File: src/rtl/core/tcpq_pkg.sv
`timescale 1ns / 1ps
`default_nettype none
// ----------------------------------------------------------------------------
// tcpq_pkg
// Shared types and constants of the three-class priority queue.
// ----------------------------------------------------------------------------
package tcpq_pkg;

    // Default sizes, handed to the top-level parameters.
    localparam int DEF_QUEUE_DEPTH = 64;
    localparam int DEF_CLASS_COUNT = 3;
    localparam int DEF_ID_WIDTH    = 32;

    // Fixed field widths of the stream payloads.
    localparam int CLASS_IN_W  = 2;
    localparam int ITEM_ID_W   = 32;
    localparam int STATUS_W    = 2;
    localparam int SERVED_ID_W = 32;
    localparam int SERVED_CL_W = 2;

    // Depth of the operation queue between front and back.
    localparam int OP_FIFO_DEPTH = 4;

    // Result status codes.
    localparam logic [STATUS_W-1:0] ST_OK      = 2'd0;
    localparam logic [STATUS_W-1:0] ST_INVALID = 2'd1;
    localparam logic [STATUS_W-1:0] ST_EMPTY   = 2'd2;
    localparam logic [STATUS_W-1:0] ST_FULL    = 2'd3;

    // Operation kinds carried from the front to the back.
    localparam logic [1:0] OP_STORE  = 2'd0;  // write an id into the store
    localparam logic [1:0] OP_FETCH  = 2'd1;  // read an id out of the store
    localparam logic [1:0] OP_REPORT = 2'd2;  // status only, no store access

    // Command codes on the input stream.
    localparam logic CMD_ENQUEUE = 1'b0;
    localparam logic CMD_DEQUEUE = 1'b1;

    typedef struct packed {
        logic [1:0]             kind;
        logic [STATUS_W-1:0]    status;
        logic [SERVED_CL_W-1:0] served_class;
    } op_ctl_t;

    localparam int OP_CTL_W = $bits(op_ctl_t);

endpackage
`default_nettype wire

File: src/rtl/core/tcpq_op_fifo.sv
`timescale 1ns / 1ps
`default_nettype none
// ----------------------------------------------------------------------------
// tcpq_op_fifo
// Short first-in first-out queue of operations between front and back.
// ----------------------------------------------------------------------------
module tcpq_op_fifo
    import tcpq_pkg::*;
#(
    parameter int WIDTH = 8,
    parameter int DEPTH = OP_FIFO_DEPTH,
    localparam int PTR_W = $clog2(DEPTH),
    localparam int CNT_W = $clog2(DEPTH + 1)
)
(
    input  wire logic             clk,
    input  wire logic             rst_n,
    input  wire logic             push_valid,
    output logic                  push_ready,
    input  wire logic [WIDTH-1:0] push_data,
    output logic                  pop_valid,
    input  wire logic             pop_ready,
    output logic [WIDTH-1:0]      pop_data
);

    localparam logic [PTR_W-1:0] PTR_LAST = PTR_W'(DEPTH - 1);
    localparam logic [CNT_W-1:0] CNT_FULL = CNT_W'(DEPTH);

    logic [WIDTH-1:0] slot_reg [DEPTH];
    logic [PTR_W-1:0] wr_ptr_reg, wr_ptr_next;
    logic [PTR_W-1:0] rd_ptr_reg, rd_ptr_next;
    logic [CNT_W-1:0] count_reg, count_next;
    logic             do_push;
    logic             do_pop;

    assign push_ready = count_reg != CNT_FULL;
    assign pop_valid  = count_reg != '0;
    assign pop_data   = slot_reg[rd_ptr_reg];
    assign do_push    = push_valid && push_ready;
    assign do_pop     = pop_valid && pop_ready;

    always_comb
    begin
        wr_ptr_next = wr_ptr_reg;
        rd_ptr_next = rd_ptr_reg;
        count_next  = count_reg;
        if (do_push)
        begin
            wr_ptr_next = (wr_ptr_reg == PTR_LAST) ? '0 : wr_ptr_reg + 1'b1;
        end
        if (do_pop)
        begin
            rd_ptr_next = (rd_ptr_reg == PTR_LAST) ? '0 : rd_ptr_reg + 1'b1;
        end
        if (do_push && !do_pop)
        begin
            count_next = count_reg + 1'b1;
        end
        else if (do_pop && !do_push)
        begin
            count_next = count_reg - 1'b1;
        end
    end

    always_ff @(posedge clk or negedge rst_n)
    begin
        if (!rst_n)
        begin
            wr_ptr_reg <= '0;
            rd_ptr_reg <= '0;
            count_reg  <= '0;
        end
        else
        begin
            wr_ptr_reg <= wr_ptr_next;
            rd_ptr_reg <= rd_ptr_next;
            count_reg  <= count_next;
        end
    end

    always_ff @(posedge clk)
    begin
        if (do_push)
        begin
            slot_reg[wr_ptr_reg] <= push_data;
        end
    end

endmodule
`default_nettype wire

File: config.mk
export PLATFORM = sky130hd
export DESIGN_NAME = tcpq_op_fifo
export DESIGN_NICKNAME = d
export VERILOG_FILES = /design/src/rtl/core/tcpq_pkg.sv /design/src/rtl/core/tcpq_op_fifo.sv
export SDC_FILE = /design/constraint.sdc
export NUM_CORES = 1
export LEC_CHECK = 0
export ABC_AREA = 1
export BUFFER_PORTS_ARGS = -buffer_cell sky130_fd_sc_hd__clkbuf_2
export CORE_MARGIN = 1
export CORE_UTILIZATION = 60
export DETAILED_ROUTE_END_ITERATION = 16
export PLACE_DENSITY = 0.82
export SLEW_MARGIN = 15
export SYNTH_ARGS = -nofsm -noshare
export SYNTH_HDL_FRONTEND = slang
export SYNTH_SLANG_ARGS = --single-unit
File: constraint.sdc
create_clock -name clk -period 3.95 [get_ports clk]
set_clock_uncertainty 0.05 [all_clocks]
set_input_delay 0 -clock clk [delete_from_list [all_inputs] [get_ports clk]]
set_output_delay 0 -clock clk [all_outputs]
set_load 0.01 [all_outputs]
==> key figures <==
Yosys
  • Compound-cell area share of the yosys netlist: roughly 7.1%
  • Register area share after synthesis: approximately 65%
  • Number of flops mapped to enable cells by yosys: 32
  • Adder-cell area share of the yosys netlist: 5.421%
  • Share of async-settable or async-resettable flops after synthesis: 17.95%
  • Warning count from the yosys run: 0
  • Distinct cell type count after synthesis: 16
  • Share of the synthesized netlist area taken by xor and xnor gates: less than 1%
  • Post-synthesis mux area share: 0%
  • Cell types with the highest counts after synthesis: sky130_fd_sc_hd__nand2_1, sky130_fd_sc_hd__edfxtp_1, sky130_fd_sc_hd__inv_1, sky130_fd_sc_hd__o211ai_1, sky130_fd_sc_hd__dfrtp_1
  • Netlist area before placement: around 1800 sq um
  • Combinational family with the most area after synthesis: simple AND/OR/NAND/NOR gates
  • Count leader, synth: sky130_fd_sc_hd__nand2_1
  • Total of flip-flops plus latches after synthesis: 39
  • Ranking of synthesized cells by area: sky130_fd_sc_hd__edfxtp_1, sky130_fd_sc_hd__dfrtp_1, sky130_fd_sc_hd__nand2_1
  • Syn_nets: about 170
  • Simple-gate share of the synthesized area: 12.55%
  • Cell type contributing the most total cell area after synthesis: sky130_fd_sc_hd__edfxtp_1
  • Synthesized area divided by synthesized cell count: approximately 12 sq um
  • Synthesized netlist cell count: approximately 150
  • Leading register cell type out of synthesis: sky130_fd_sc_hd__edfxtp_1
  • Share of the synthesized area in the top cell type: between 50% and 60%

Route
  • Post-detailed-route DRC marker count: 0
  • Post-detailed-routing wire length: ~2900 um
  • Detailed Routing Iterations Pass 1: 4
  • Routed length per instance: about 13 um
  • Via count: ~1100
  • First DRT Iteration DRCs: 53
  • Vias per std cell: 5.196
  • Count of antenna-violating nets left after detailed routing: 0

Layout
  • Cell Count, Final, Fillers Out: approximately 220
  • Flip-flop count of the largest register, all copies and words added: 32
  • Ant. Diodes: 0
  • Ratio of cells with drive above 1 in the final layout: between 10% and 20%
  • Final layout net count: around 200
  • Final standard cell utilization of the core: between 70% and 80%
  • Synth-to-layout area growth: 14.91%

Critical path
  • Startpoint kind of the worst setup timing path: register
  • Arrival time at the worst endpoint: 1.86 ns
  • Maximum net fanout on the critical path: 35
  • Worst-path cell chain: nand2_1 -> o211ai_1 -> nand2_1 -> clkbuf_2
  • CP most frequent cell: sky130_fd_sc_hd__nand2_1
  • Critical path's largest stage delay: 1.00 ns
  • Data required time at the worst endpoint: between 3 and 4 ns
  • Kind of critical path: register to output pin
  • Critical path endpoint category: output pin
  • Slowest-stage cell, CP: sky130_fd_sc_hd__dfrtp_1

Clock tree
  • CTS tree: built
  • Clk Latency, worst-skew pair: between 0.3 and 0.4 ns
  • Number of CTS-inserted buffers: 5
  • Clk buf depth: 2
  • Clock Tree Root: sky130_fd_sc_hd__clkbuf_4
  • Clock edge transition at the registers on the reported setup and hold paths: between 0.1 and 0.15 ns
  • Resized cells post-CTS: 0
  • Setup repair bufs after CTS: 0
  • Number of sinks handled by clock tree synthesis: 39
  • H-tree depth: 2

GRT
  • Via count of the first global-routing pass: between 1000 and 1500
  • Pin count of the biggest net entering global routing: 36
  • Global Route Usage Sum: 21.40%
  • Global-route wire length before repair: slightly below 5000 um
  • Total global routing overflow: 0
  • Number of antenna violations at the first check in global routing: 0

Power and ir drop
  • Worst-case vdd ir drop: 0.5002 mV
  • Power per cell area: 662.7 nW/um^2
  • Leakage power of the design: just under 0.9 nW
  • PnR Total Power: between 0.001 and 0.0015 W

Die
  • I/O pin total: 22
  • Floorplan row count: 19
  • Floorplan core area: ~2800 sq um
  • Die X: approximately 56 um
  • Vertical die dimension: around 56 um
  • Die area: about 3100 sq um
  • Effective utilization at floorplan: a little under two thirds

STA
  • Post-route clock period utilization: 48.25%
  • Post-route setup TNS: 0 ns
  • Final count of hold timing violations: 0
  • Upper clock frequency limit: approximately 520 MHz
  • Unrepaired setup endpoints after global routing: false
  • Setup violations, final: 0
  • Post-layout min period: between 1.5 and 2 ns
  • Worst slew margin relative to its limit: 34.28%
  • Slew at the pin with the worst max-slew slack: between 0.9 and 1 ns
  • Max-slew violation count: 0
  • Worst slack on hold paths: 0.3600 ns

Placement
  • Placed Cells: 199
  • Detailed placer's ending HPWL: between 1500 and 2000 um
  • Port Buffer Count: 21
  • GP Congestion: roughly 0.68

Run
  • Maximum capacitance violations: 0

Status
  • Outcome: finished clean

Worst hold path
  • Min-delay worst type: input pin to register
[kinds of logic after synthesis]
group                      Yosys count
and+or+nand+nor                     53
DFF                                 39
buffers and inverters               35
AOI/OAI and AO/OA                   17
adders and majority gates            7
xor gates and xnor gates             1
[where the power goes]
part | leakage, nW | switching, W | total, W | internal, W
clock network | 0.0282 | 0.000127 | 0.000195 | 0.0000687
registers | 0.378 | 0.000104 | 0.000656 | 0.000552
logic | 0.484 | 0.000290 | 0.000485 | 0.000195
[layout by cell type, fill, tap and decap left out]
cell type	count
sky130_fd_sc_hd__xnor2_1	1
sky130_fd_sc_hd__dlygate4sd3_1	12
sky130_fd_sc_hd__o211ai_1	16
sky130_fd_sc_hd__nand4_1	1
sky130_fd_sc_hd__clkbuf_1	1
sky130_fd_sc_hd__clkbuf_4	5
sky130_fd_sc_hd__edfxtp_1	32
sky130_fd_sc_hd__ha_1	6
sky130_fd_sc_hd__inv_2	1
sky130_fd_sc_hd__nand3_1	6
sky130_fd_sc_hd__inv_1	29
sky130_fd_sc_hd__fa_1	1
sky130_fd_sc_hd__clkinvlp_4	1
sky130_fd_sc_hd__dfrtp_1	7
sky130_fd_sc_hd__clkbuf_2	21
sky130_fd_sc_hd__nand2_2	2
sky130_fd_sc_hd__nand2_1	37
sky130_fd_sc_hd__clkinv_2	1
sky130_fd_sc_hd__o21ai_0	1
sky130_fd_sc_hd__nor2_1	6
sky130_fd_sc_hd__nand3_2	1
[cell type report]
cell class	instances	area (sq um)
inverters	30	112.6
clock inverters	2	12.51
flip-flops and latches	39	1136
multi-input cells	78	449.2
repair buffers	33	225.2
well taps	31	38.79
clock buffers	6	41.29
fillers	186	742.0
[per-layer routing]
layer | part of all wire (%) | up-vias | track usage [%]
li1 | - | 574 | -
met5 | 0 | - | 0
met3 | 3.6 | 8 | 6.977
met1 | 45 | 531 | 26.29
met2 | 50 | 25 | 34.35
met4 | 2.1 | 0 | 10.10
[per-stage QoR]
step                area, sq um  setup WS [ns]
floorplan                  1754          2.180
global placement           1842          2.163
detailed placement         1842          2.073
CTS                        2016          2.031
global route               2016          1.858
finish                     2016          2.044
[worst max-delay path, delay by kind of cell (launching register included)]
| family | cells | cell delay [ns] |
|---|---|---|
| AOI/OAI and AO/OA | 1 | 0.12 |
| buffers and inverters | 1 | 0.13 |
| DFF | 1 | 1.00 |
| and+or+nand+nor | 2 | 0.26 |
[worst paths after layout]
check / start / cells after the start / slack (ns) / endpoint
max: rd_ptr_reg[0]$_DFFE_PN0P_ / 4 / 2.04 / pop_data[0]
min: push_data[6] / 2 / 0.36 / slot_reg[1][6]$_DFFE_PP_
max reg2reg: count_reg[1]$_DFFE_PN0P_ / 10 / 2.06 / count_reg[2]$_DFFE_PN0P_
min reg2reg: count_reg[0]$_DFFE_PN0P_ / 1 / 0.51 / count_reg[0]$_DFFE_PN0P_
max in group asynchronous: rst_n / 3 / 3.05 / count_reg[2]$_DFFE_PN0P_
min in group asynchronous: rst_n / 3 / 0.54 / wr_ptr_reg[0]$_DFFE_PN0P_
[timing repair]
action | 4_1_cts | 5_1_grt
endpoints found under the setup margin | 0 | 0
hold endpoints to repair | 43 | 0
hold buffers | 12 | 0
Power figures use the tool's default switching activity.
