==> src/rtl/core/tcpq_pkg.sv <==
`timescale 1ns / 1ps
`default_nettype none
// ----------------------------------------------------------------------------
// tcpq_pkg
// Shared types and constants of the three-class priority queue.
// ----------------------------------------------------------------------------
package tcpq_pkg;

    // Default sizes, handed to the top-level parameters.
    localparam int DEF_QUEUE_DEPTH = 64;
    localparam int DEF_CLASS_COUNT = 3;
    localparam int DEF_ID_WIDTH    = 32;

    // Fixed field widths of the stream payloads.
    localparam int CLASS_IN_W  = 2;
    localparam int ITEM_ID_W   = 32;
    localparam int STATUS_W    = 2;
    localparam int SERVED_ID_W = 32;
    localparam int SERVED_CL_W = 2;

    // Depth of the operation queue between front and back.
    localparam int OP_FIFO_DEPTH = 4;

    // Result status codes.
    localparam logic [STATUS_W-1:0] ST_OK      = 2'd0;
    localparam logic [STATUS_W-1:0] ST_INVALID = 2'd1;
    localparam logic [STATUS_W-1:0] ST_EMPTY   = 2'd2;
    localparam logic [STATUS_W-1:0] ST_FULL    = 2'd3;

    // Operation kinds carried from the front to the back.
    localparam logic [1:0] OP_STORE  = 2'd0;  // write an id into the store
    localparam logic [1:0] OP_FETCH  = 2'd1;  // read an id out of the store
    localparam logic [1:0] OP_REPORT = 2'd2;  // status only, no store access

    // Command codes on the input stream.
    localparam logic CMD_ENQUEUE = 1'b0;
    localparam logic CMD_DEQUEUE = 1'b1;

    typedef struct packed {
        logic [1:0]             kind;
        logic [STATUS_W-1:0]    status;
        logic [SERVED_CL_W-1:0] served_class;
    } op_ctl_t;

    localparam int OP_CTL_W = $bits(op_ctl_t);

endpackage
`default_nettype wire

==> src/rtl/core/tcpq_front.sv <==
`timescale 1ns / 1ps
`default_nettype none
// ----------------------------------------------------------------------------
// tcpq_front
// Accepts commands, keeps the per-class ring pointers and counts, and turns
// each command into one store operation for the back end.
// ----------------------------------------------------------------------------
module tcpq_front
    import tcpq_pkg::*;
#(
    parameter int QUEUE_DEPTH = DEF_QUEUE_DEPTH,
    parameter int CLASS_COUNT = DEF_CLASS_COUNT,
    parameter int ID_WIDTH    = DEF_ID_WIDTH,
    localparam int PTR_W      = $clog2(QUEUE_DEPTH),
    localparam int CLS_W      = $clog2(CLASS_COUNT),
    localparam int ADDR_W     = CLS_W + PTR_W
)
(
    input  wire logic                  clk,
    input  wire logic                  rst_n,
    input  wire logic                  in_valid,
    output logic                       in_ready,
    input  wire logic                  command,
    input  wire logic [CLASS_IN_W-1:0] class_in,
    input  wire logic [ITEM_ID_W-1:0]  item_id,
    output logic                       op_valid,
    input  wire logic                  op_ready,
    output op_ctl_t                    op_ctl,
    output logic [ADDR_W-1:0]          op_addr,
    output logic [ID_WIDTH-1:0]        op_id
);

    localparam int OCC_W = $clog2(QUEUE_DEPTH + 1);
    localparam logic [OCC_W-1:0] OCC_FULL = OCC_W'(QUEUE_DEPTH);
    localparam logic [PTR_W-1:0] PTR_LAST = PTR_W'(QUEUE_DEPTH - 1);

    logic [OCC_W-1:0] occ_reg  [CLASS_COUNT];
    logic [OCC_W-1:0] occ_next [CLASS_COUNT];
    logic [PTR_W-1:0] head_reg  [CLASS_COUNT];
    logic [PTR_W-1:0] head_next [CLASS_COUNT];
    logic [PTR_W-1:0] tail_reg  [CLASS_COUNT];
    logic [PTR_W-1:0] tail_next [CLASS_COUNT];

    logic             accept;
    logic             class_ok;
    logic [CLS_W-1:0] enq_cls;
    logic [CLS_W-1:0] pick_cls;
    logic             pick_found;

    assign in_ready = op_ready;
    assign op_valid = in_valid;
    assign accept   = in_valid && op_ready;
    assign enq_cls  = CLS_W'(class_in);
    assign class_ok = int'(class_in) < CLASS_COUNT;

    // Strict priority: the lowest-numbered class that holds an entry wins.
    always_comb
    begin
        pick_cls   = '0;
        pick_found = 1'b0;
        for (int c = CLASS_COUNT - 1; c >= 0; c--)
        begin
            if (occ_reg[c] != '0)
            begin
                pick_cls   = CLS_W'(c);
                pick_found = 1'b1;
            end
        end
    end

    always_comb
    begin
        occ_next  = occ_reg;
        head_next = head_reg;
        tail_next = tail_reg;
        op_ctl    = '{kind: OP_REPORT, status: ST_OK, served_class: '0};
        op_addr   = '0;
        op_id     = ID_WIDTH'(item_id);
        priority if (command == CMD_ENQUEUE && !class_ok)
        begin
            op_ctl.status = ST_INVALID;
        end
        else if (command == CMD_ENQUEUE && occ_reg[enq_cls] == OCC_FULL)
        begin
            op_ctl.status = ST_FULL;
        end
        else if (command == CMD_ENQUEUE)
        begin
            op_ctl.kind = OP_STORE;
            op_addr     = {enq_cls, tail_reg[enq_cls]};
            if (accept)
            begin
                occ_next[enq_cls]  = occ_reg[enq_cls] + 1'b1;
                tail_next[enq_cls] = (tail_reg[enq_cls] == PTR_LAST) ? '0
                                   : tail_reg[enq_cls] + 1'b1;
            end
        end
        else if (pick_found)
        begin
            op_ctl.kind         = OP_FETCH;
            op_ctl.served_class = SERVED_CL_W'(pick_cls);
            op_addr             = {pick_cls, head_reg[pick_cls]};
            if (accept)
            begin
                occ_next[pick_cls]  = occ_reg[pick_cls] - 1'b1;
                head_next[pick_cls] = (head_reg[pick_cls] == PTR_LAST) ? '0
                                    : head_reg[pick_cls] + 1'b1;
            end
        end
        else
        begin
            op_ctl.status = ST_EMPTY;
        end
    end

    always_ff @(posedge clk or negedge rst_n)
    begin
        if (!rst_n)
        begin
            for (int c = 0; c < CLASS_COUNT; c++)
            begin
                occ_reg[c]  <= '0;
                head_reg[c] <= '0;
                tail_reg[c] <= '0;
            end
        end
        else
        begin
            occ_reg  <= occ_next;
            head_reg <= head_next;
            tail_reg <= tail_next;
        end
    end

endmodule
`default_nettype wire

==> config.mk <==
export PLATFORM = sky130hd
export DESIGN_NAME = tcpq_front
export DESIGN_NICKNAME = d
export VERILOG_FILES = /design/src/rtl/core/tcpq_pkg.sv /design/src/rtl/core/tcpq_front.sv
export SDC_FILE = /design/constraint.sdc
export NUM_CORES = 1
export LEC_CHECK = 0
export BUFFER_PORTS_ARGS = -buffer_cell sky130_fd_sc_hd__buf_4
export CAP_MARGIN = 20
export CORE_MARGIN = 5
export CORE_UTILIZATION = 55
export CTS_CLUSTER_DIAMETER = 60
export DETAILED_ROUTE_END_ITERATION = 12
export PLACE_DENSITY_LB_ADDON = 0.05
export SLEW_MARGIN = 5
export SYNTH_ARGS = -nofsm -noshare
export SYNTH_HDL_FRONTEND = slang
export SYNTH_SLANG_ARGS = --single-unit
==> constraint.sdc <==
create_clock -name clk -period 3.5 [get_ports clk]
set_input_delay 0.7 -clock clk [delete_from_list [all_inputs] [get_ports clk]]
set_output_delay 0.7 -clock clk [all_outputs]
set_load 0.01 [all_outputs]
==> flow_summary.toml, run 1 <==
[synthesis]
post-synth-top-area-cell = "dfrtp_1"
ys_warn_count = 0
syn-num-nets = 466
netlist.area_leader.share = 0.376
netlist_instances = 422
syn_area_per_cell_sq_um = 8.99
synth-seq-cells = 57
yosysSeqAreaShare = 0.376
synth-edff-count = 0
synth_common_cells = "57 x dfrtp_1, 47 x nand2_1, 34 x buf_4, 25 x o21ai_0, 23 x nor2_1"
synth.most_common_cell = "dfrtp_1"
async_flop_share = 1.00
synth_area_sq_mm = 0.00379
synth.area.top_cells = "dfrtp_1 38%, buf_4 6.7%, mux2_2 5.3%"
synthFlopType = "dfrtp_1"
ys_types = 56

[clocking]
cts.sinks = 57
cts-htree-levels = 3
root_buffer = "clkbuf_8"
cts_buffers = 9
clock_path_buffers = 2
insertion_delay_ps = 350
clk_pin_slew_ps = 60
cts_tree = "done"
postCtsSetupRepairBufs = 0

[timing]
slew_violations = 0
whs_ps = 414
worst_pin_slew_ps = 933
rsz0062_at_grt = "yes"
relSlewSlack = 0.375
finalCriticalPeriod_ps = 3450
clock_skew_ps = 12.8
setup_viol = 0
finalHoldViolations = 0
finalCritPeriodShare = 0.987
fmax_ghz = 0.289

[global_route]
antenna_found_initial = 0
track_usage = 0.259
grt_remaining_overflow = 0
first_global_vias = 3314
grt_pass1_wl_mm = 17.4
grt_max_degree = 58

[worst_setup_path]
crit_path_start_kind = "register"
slowest_stage = "or4_4"
crit_path_frequent_cell = "or4_4"
critical_path_buf_inv_count = 1
worst-path-max-fanout = 19
end_kind = "primary output"
crit_chain = "or4_4, or4_4, or3_1, o21ai_0, o21bai_1, buf_4"
critPathArrivalTime_ps = 2750
crit_path_max_incr_delay_ps = 580
crit_family = "simple AND/OR/NAND/NOR gates"
worst_ep_required_time_ps = 2800
r2r-start = "occ_reg[14]$_DFFE_PN0P_"
worstSetupStartpoint = "occ_reg[14]$_DFFE_PN0P_"
path_class = "register to primary output"

[routing]
post_drt_wl_per_cell_microns = 20.6
viasPerCell = 6.48
wl_met3_microns = 698
routed_wl_mm = 10.7
m1WireLength_mm = 4.59
num_vias = 3368
ant_nets = 0
drt_drc_violations_left = 0
wl_met2_mm = 5.18
top_layer = "met4"
first_pass_iters = 5
drtIter0Drc = 223

[power_and_ir_drop]
power_density_mw_per_mm2 = 900
peakVddDrop_mv = 0.517
power_leakage_nw = 1.87

[final_layout]
synthToLayoutAreaGrowth_pct = 9.76
seqCellArea_sq_mm = 0.00143
drive_gt1_frac = 0.214
largest_reg_flops = 21
postLayoutCoreUtil = 0.616
nFillCells = 588
multi_input_area_sq_mm = 0.00201
num_antenna_cells = 0
nNetsFinal = 479

[floorplanning]
core_sq_mm = 0.00676
io_pins = 87
die_height_microns = 93.1
rows = 30
die_w_microns = 93.1
die_area_sq_mm = 0.00866
initial_core_util = 0.562

[placed_design]
place.gp.congestion = 0.956
hpwl_mm = 7.89
portBuffers = 22

[run]
cap_violations = 0

[outcome]
status = "finished clean"

[worst_hold_path]
hp-class = "input port to async pin"
-- area by class of cell --
type,count,area share
clock buffer,11,0.0339
clock inverter,5,0.0132
inverter,18,0.0162
multi-input combinational,300,0.482
sequential,57,0.342
tap,80,0.0240
timing repair buffer,49,0.0883
-- worst reg2reg max path, stage by stage, from the launching register on --
cell	delay, ps
dfrtp_1	450
or4_4	570
or4_4	580
o21bai_1	250
inv_1	70
ha_1	220
nor2b_1	140
a32oi_1	220
a2111o_1	220
xor2_1	250
o22ai_2	100
a22o_1	180
-- final timing paths --
path | end | slack (ps) | cells after the start
worst max-delay path | op_ctl[5] | 50 | 6
worst min-delay path | head_reg[1]$_DFFE_PN0P_ | 410 | 1
worst max register to register | occ_reg[13]$_DFFE_PN0P_ | 150 | 11
worst min register to register | head_reg[16]$_DFFE_PN0P_ | 480 | 1
max in group asynchronous | occ_reg[7]$_DFFE_PN0P_ | 2590 | 1
min in group clk | head_reg[16]$_DFFE_PN0P_ | 480 | 1
-- per-stage QoR --
| stage | TNS, ps | total power, W | instances | worst slack, ps | cell area [sq um] |
|---|---|---|---|---|---|
| finish | 0 | 0.00375 | 520 | 45.2 | 4170 |
| CTS | 0 | 0.00372 | 520 | 46.5 | 4150 |
| global placement | 0 | 0.00305 | 504 | 149 | 3950 |
| floorplan | 0 | 0.00244 | 422 | 159 | 3790 |
| global route | -5.46 | 0.00400 | 520 | -5.46 | 4170 |
| detailed placement | 0 | 0.00308 | 504 | 56.1 | 3950 |
-- per-layer routing --
metal | track usage | up-vias
li1 | - | 1544
met1 | 0.325 | 1656
met2 | 0.434 | 138
met3 | 0.0515 | 30
met4 | 0.107 | 0
met5 | 0 | -
-- what timing repair did --
| action | CTS | global route |
|---|---|---|
| hold buffers | 0 | 0 |
| pin swaps | 0 | 1 |
| setup endpoints to repair | 3 | 8 |
| gates resized for setup | 2 | 4 |
-- cells in the final DEF, fill, tap and decap left out, types with 13 or more instances in the layout --
master / synthesis / routed
o21ai_0: 25 / 25
mux2_2: 18 / 18
o22ai_1: 16 / 16
buf_4: 34 / 49
nor3_1: 13 / 13
nor2_1: 23 / 23
inv_1: 18 / 18
a21oi_1: 17 / 17
dfrtp_1: 57 / 57
nand2_1: 47 / 46
-- cell families (layout without fill, tap and decap cells) --
group	after synthesis	count (layout)	share of synthesized area
compound gates	119	119	0.215
mux	30	30	0.0851
simple gates	129	129	0.167
flops	57	57	0.376
buf+inv	65	83	0.101
fa+ha+maj	5	5	0.0165
xor+xnor	17	17	0.0392
-- power breakdown --
group | switching (W) | total [W] | leakage (nW) | internal, W
sequential | 0.000274 | 0.00117 | 0.743 | 0.000892
clock | 0.000282 | 0.000627 | 0.0953 | 0.000346
combinational | 0.00109 | 0.00195 | 1.03 | 0.000866
total | 0.00164 | 0.00375 | 1.87 | 0.00210
(Power assumes the default switching activity.)
==> run 2: changes to the inputs <==
==> constraint.sdc (replaced) <==
create_clock -name clk -period 3.7 [get_ports clk]
set_input_delay 0.74 -clock clk [delete_from_list [all_inputs] [get_ports clk]]
set_output_delay 0.74 -clock clk [all_outputs]
set_load 0.01 [all_outputs]
==> run 2 against run 1 <==
Effect of this change:
- register-to-register slack improved by 210 ps
- combinational power is 7% lower
- non-clock buffer count shrank 7
- first-iteration DRC count is 11% lower
==> flow_summary.toml, run 2 (synthesized netlist as in run 1, its figures left out) <==
[routing]
num_vias = 3309
routed_wl_mm = 10.5
post_drt_wl_per_cell_microns = 20.4
first_pass_iters = 5
ant_nets = 0
viasPerCell = 6.45
drtIter0Drc = 199
drt_drc_violations_left = 0

[floorplanning]
core_sq_mm = 0.00676
initial_core_util = 0.562
io_pins = 87
die_height_microns = 93.1
rows = 30
die_w_microns = 93.1
die_area_sq_mm = 0.00866

[clocking]
postCtsSetupRepairBufs = 0
clk_pin_slew_ps = 60
cts_resized = 0
postCtsHoldBufs = 0
cts_buffers = 9
clock_path_buffers = 2
insertion_delay_ps = 340
cts-htree-levels = 3
cts.sinks = 57
cts_tree = "done"
root_buffer = "clkbuf_8"

[power_and_ir_drop]
power_leakage_nw = 1.82
peakVddDrop_mv = 0.417
pwr-share-seq = 0.314
pwr-share-clk = 0.168
switching_share = 0.441
power_density_mw_per_mm2 = 856
total_power_w = 0.00350
power_frac_comb = 0.518
intPower_w = 0.00196
power_switching_w = 0.00154

[global_route]
antenna_found_initial = 0
track_usage = 0.253
first_global_vias = 3235
grt_pass1_wl_mm = 17.0
grt_remaining_overflow = 0
grt_max_degree = 58

[worst_setup_path]
path_class = "register to primary output"
worst-path-max-fanout = 12
critPathArrivalTime_ps = 2790
end_kind = "primary output"
worst-r2r-setup-slack_ps = 360
crit_path_start_kind = "register"
worst_ep_required_time_ps = 2960

[timing]
fmax_ghz = 0.283
finalCriticalPeriod_ps = 3530
finalSetupTns_ps = 0
slew_violations = 0
relSlewSlack = 0.419
clock_skew_ps = 5.27
finalCritPeriodShare = 0.955
finalHoldViolations = 0
rsz0062_at_grt = "no"
setup_viol = 0
worst_pin_slew_ps = 868

[placed_design]
placed_cells = 497
place.gp.congestion = 0.940
portBuffers = 22
hpwl_mm = 7.80

[final_layout]
synthToLayoutAreaGrowth_pct = 7.78
final_common_cell = "dfrtp_1"
drive_gt1_frac = 0.192
instances_no_fill = 513
num_antenna_cells = 0
nNetsFinal = 472
final_cell_mix = "57 x dfrtp_1, 47 x nand2_1, 42 x buf_4, 25 x o21ai_0, 23 x nor2_1"
largest_reg_flops = 21

[worst_hold_path]
hp-class = "input port to async pin"

[run]
cap_violations = 0

[outcome]
status = "finished clean"
==> run 2: cell count changes in the layout (fill, tap and decap cells not counted), sizes merged <==
| cell | change |
|---|---|
| buf | -7 |
==> run 2: critical path, cell delays in order (launching register included) <==
cell     delay, ps
dfrtp_1        440
or4_4          560
or4_4          540
or3_1          580
inv_1          190
buf_4          140
==> run 2: worst paths after layout <==
kind,startpoint,end,cells past startpoint
setup / recovery,occ_reg[14]$_DFFE_PN0P_,op_ctl[0],5
hold / removal,rst_n,head_reg[1]$_DFFE_PN0P_,1
setup reg to reg,occ_reg[14]$_DFFE_PN0P_,head_reg[9]$_DFFE_PN0P_,11
hold reg to reg,head_reg[16]$_DFFE_PN0P_,head_reg[16]$_DFFE_PN0P_,1
max in group asynchronous,rst_n,occ_reg[1]$_DFFE_PN0P_,1
min in group clk,head_reg[16]$_DFFE_PN0P_,head_reg[16]$_DFFE_PN0P_,1
==> run 2: layer usage <==
| layer | share of wire | up-vias | GRT usage | wire (microns) |
|---|---|---|---|---|
| met5 | 0 | - | 0 | 0 |
| met1 | 0.44 | 1582 | 0.332 | 4560 |
| met3 | 0.081 | 39 | 0.0732 | 847 |
| met4 | 0.031 | 0 | 0.110 | 325 |
| li1 | - | 1533 | - | - |
| met2 | 0.45 | 155 | 0.388 | 4720 |
==> run 2: cell type report <==
class,count,area [sq um]
flip-flops and latches,57,1430
clock inverters,5,55.1
repair buffers,42,315
clock buffers,11,141
inverters,18,67.6
fillers,580,2670
multi-input cells,300,1980
well taps,80,100
==> run 2: through the flow <==
stage               area, sq um   util  setup slack (ps)  hold WS, ps
finish                     4090  0.605               166          447
global route               4090  0.605              27.4          493
CTS                        4090  0.605               149          470
detailed placement         3890  0.576               228          459
global placement           3890  0.576               324          460
floorplan                  3790      -               279          442
==> run 2: power by group through the flow <==
stage	sequential, W	combinational (W)	clock, W
floorplan	0.00100	0.00130	0
global placement	0.00110	0.00177	0
detailed placement	0.00110	0.00178	0
CTS	0.00109	0.00180	0.000597
global route	0.00112	0.00199	0.000630
finish	0.00110	0.00182	0.000588
==> run 3: changes to the inputs <==
--- a/config.mk
+++ b/config.mk
@@ -8,9 +8,10 @@
 export BUFFER_PORTS_ARGS = -buffer_cell sky130_fd_sc_hd__buf_4
 export CAP_MARGIN = 20
 export CORE_MARGIN = 5
-export CORE_UTILIZATION = 55
+export CORE_UTILIZATION = 40
 export CTS_CLUSTER_DIAMETER = 60
 export DETAILED_ROUTE_END_ITERATION = 12
+export GPL_TIMING_DRIVEN = 0
 export PLACE_DENSITY_LB_ADDON = 0.05
 export SLEW_MARGIN = 5
 export SYNTH_ARGS = -nofsm -noshare
==> run 3 against run 2 <==
Effect of this change:
- clock power grew 15%
- register-to-register slack worse by 70 ps
- clock skew up 1.3 ps
- flip-flop and latch count did not move
- non-clock buffer count grew 63
- cell count up 22%
- sequential power barely moved
- power rose by 5.3%
- sequential share of layout area shrank 4.5 points
- global-route usage decreased by 5.3 points
- routed wire length increased by 9.7%
- hold slack worse by 16 ps
- critical endpoint is now op_addr[2]
- largest cell class unchanged
==> flow_summary.toml, run 3 (synthesized netlist as in run 1, its figures left out) <==
[floorplanning]
die_height_microns = 107
io_pins = 87
die_w_microns = 107
core_sq_mm = 0.00924
rows = 35
die_area_sq_mm = 0.0115
initial_core_util = 0.411

[global_route]
first_global_vias = 3397
antenna_found_initial = 0
track_usage = 0.200
grt_pass1_wl_mm = 18.0
grt_max_degree = 58
grt_remaining_overflow = 0

[timing]
finalHoldViolations = 0
clock_skew_ps = 6.55
fmax_ghz = 0.280
setup_viol = 0
slew_violations = 0
whs_ps = 431
finalSetupTns_ps = 0
relSlewSlack = 0.356
worst_pin_slew_ps = 961
rsz0062_at_grt = "no"
finalCritPeriodShare = 0.964
finalCriticalPeriod_ps = 3570

[clocking]
insertion_delay_ps = 350
cts-htree-levels = 3
cts.sinks = 57
clk_pin_slew_ps = 70
cts_buffers = 9
cts_tree = "done"
postCtsHoldBufs = 0
clock_path_buffers = 2
root_buffer = "clkbuf_8"

[routing]
post_drt_wl_per_cell_microns = 18.4
drt_drc_violations_left = 0
num_vias = 3466
first_pass_iters = 4
routed_wl_mm = 11.5
viasPerCell = 5.55
drtIter0Drc = 189
ant_nets = 0

[final_layout]
largest_reg_flops = 21
nNetsFinal = 535
nFillCells = 906
synthToLayoutAreaGrowth_pct = 23.9
final_cell_mix = "97 x buf_4, 57 x dfrtp_1, 46 x nand2_1, 23 x nor2_1, 22 x o21ai_0"
drive_gt1_frac = 0.310
final_common_cell = "buf_4"
num_antenna_cells = 0

[worst_setup_path]
critPathArrivalTime_ps = 2830
worst-path-max-fanout = 10
end_kind = "primary output"
path_class = "input port to primary output"
worst-r2r-setup-slack_ps = 290
r2r_cells = 12
worstSetupStartpoint = "class_in[1]"
r2r_end = "occ_reg[13]$_DFFE_PN0P_"
worst_ep_required_time_ps = 2960
crit_path_start_kind = "input port"
cp-endpoint = "op_addr[2]"
r2r-start = "occ_reg[14]$_DFFE_PN0P_"

[power_and_ir_drop]
power_density_mw_per_mm2 = 784
power_leakage_nw = 2.15
peakVddDrop_mv = 0.379

[placed_design]
hpwl_mm = 8.67
place.gp.congestion = 0.893
portBuffers = 53

[outcome]
status = "finished clean"

[run]
cap_violations = 0

[worst_hold_path]
hp-class = "input port to async pin"
-- run 3: worst max-delay path, stage by stage --
cell and delay [ps]:
buf_4 130, buf_4 190, buf_4 200, mux2i_1 130
o2bb2ai_1 250, inv_1 80, ha_1 170, nor2b_1 150
nand2_1 230, nand2_2 150, o22ai_1 240, buf_4 160
-- run 3: worst min-delay path by stage --
| stage | startpoint | endpoint | slack (ps) | cells after the start |
|---|---|---|---|---|
| finish | rst_n | head_reg[10]$_DFFE_PN0P_ | 430 | 1 |
| global route | tail_reg[14]$_DFFE_PN0P_ | tail_reg[14]$_DFFE_PN0P_ | 500 | 2 |
| CTS | head_reg[16]$_DFFE_PN0P_ | head_reg[16]$_DFFE_PN0P_ | 470 | 1 |
| detailed placement | head_reg[16]$_DFFE_PN0P_ | head_reg[16]$_DFFE_PN0P_ | 460 | 1 |
| global placement | head_reg[16]$_DFFE_PN0P_ | head_reg[16]$_DFFE_PN0P_ | 460 | 1 |
| floorplan | rst_n | head_reg[0]$_DFFE_PN0P_ | 440 | 0 |
-- run 3: report_power, final --
part           total (W)  internal (W)  switching (W)
clock           0.000676      0.000413       0.000263
sequential       0.00111      0.000843       0.000267
combinational    0.00190      0.000834        0.00107
-- run 3: cell type report --
class	instances	area, sq um	area share
plain buffers	45	319	0.0678
clock inverters	5	77.6	0.0165
flip-flops and latches	57	1430	0.303
clock buffers	11	151	0.0322
well taps	129	161	0.0343
repair buffers	60	450	0.0958
inverters	18	67.6	0.0144
multi-input cells	300	2050	0.436
-- run 3: routing by layer --
layer | wire length [microns] | track usage | share of wire | vias up
met1 | 5020 | 0.264 | 0.44 | 1688
met2 | 5570 | 0.334 | 0.48 | 115
met4 | 136 | 0.0532 | 0.012 | 0
met3 | 757 | 0.0414 | 0.066 | 12
met5 | 0 | 0 | 0 | -
li1 | - | - | - | 1651
-- run 3: what timing repair did --
action                                  in CTS  in global routing
pin swaps                                    1                  1
resized for setup                            8                 13
endpoints found under the setup margin      13                 13
buffers inserted                             2                  4
-- run 3: per-stage QoR --
step           instance area [sq um]  total power (W)  worst slack (ps)  utilization  std cells
3_3_place_gp                    4350          0.00285              -576        0.471        604
2_1_floorplan                   3790          0.00231               279            -        422
5_1_grt                         4700          0.00395              15.2        0.509        625
3_5_place_dp                    4360          0.00287              -354        0.472        605
6_report                        4700          0.00369               135        0.509        625
4_1_cts                         4630          0.00361              23.6        0.501        622
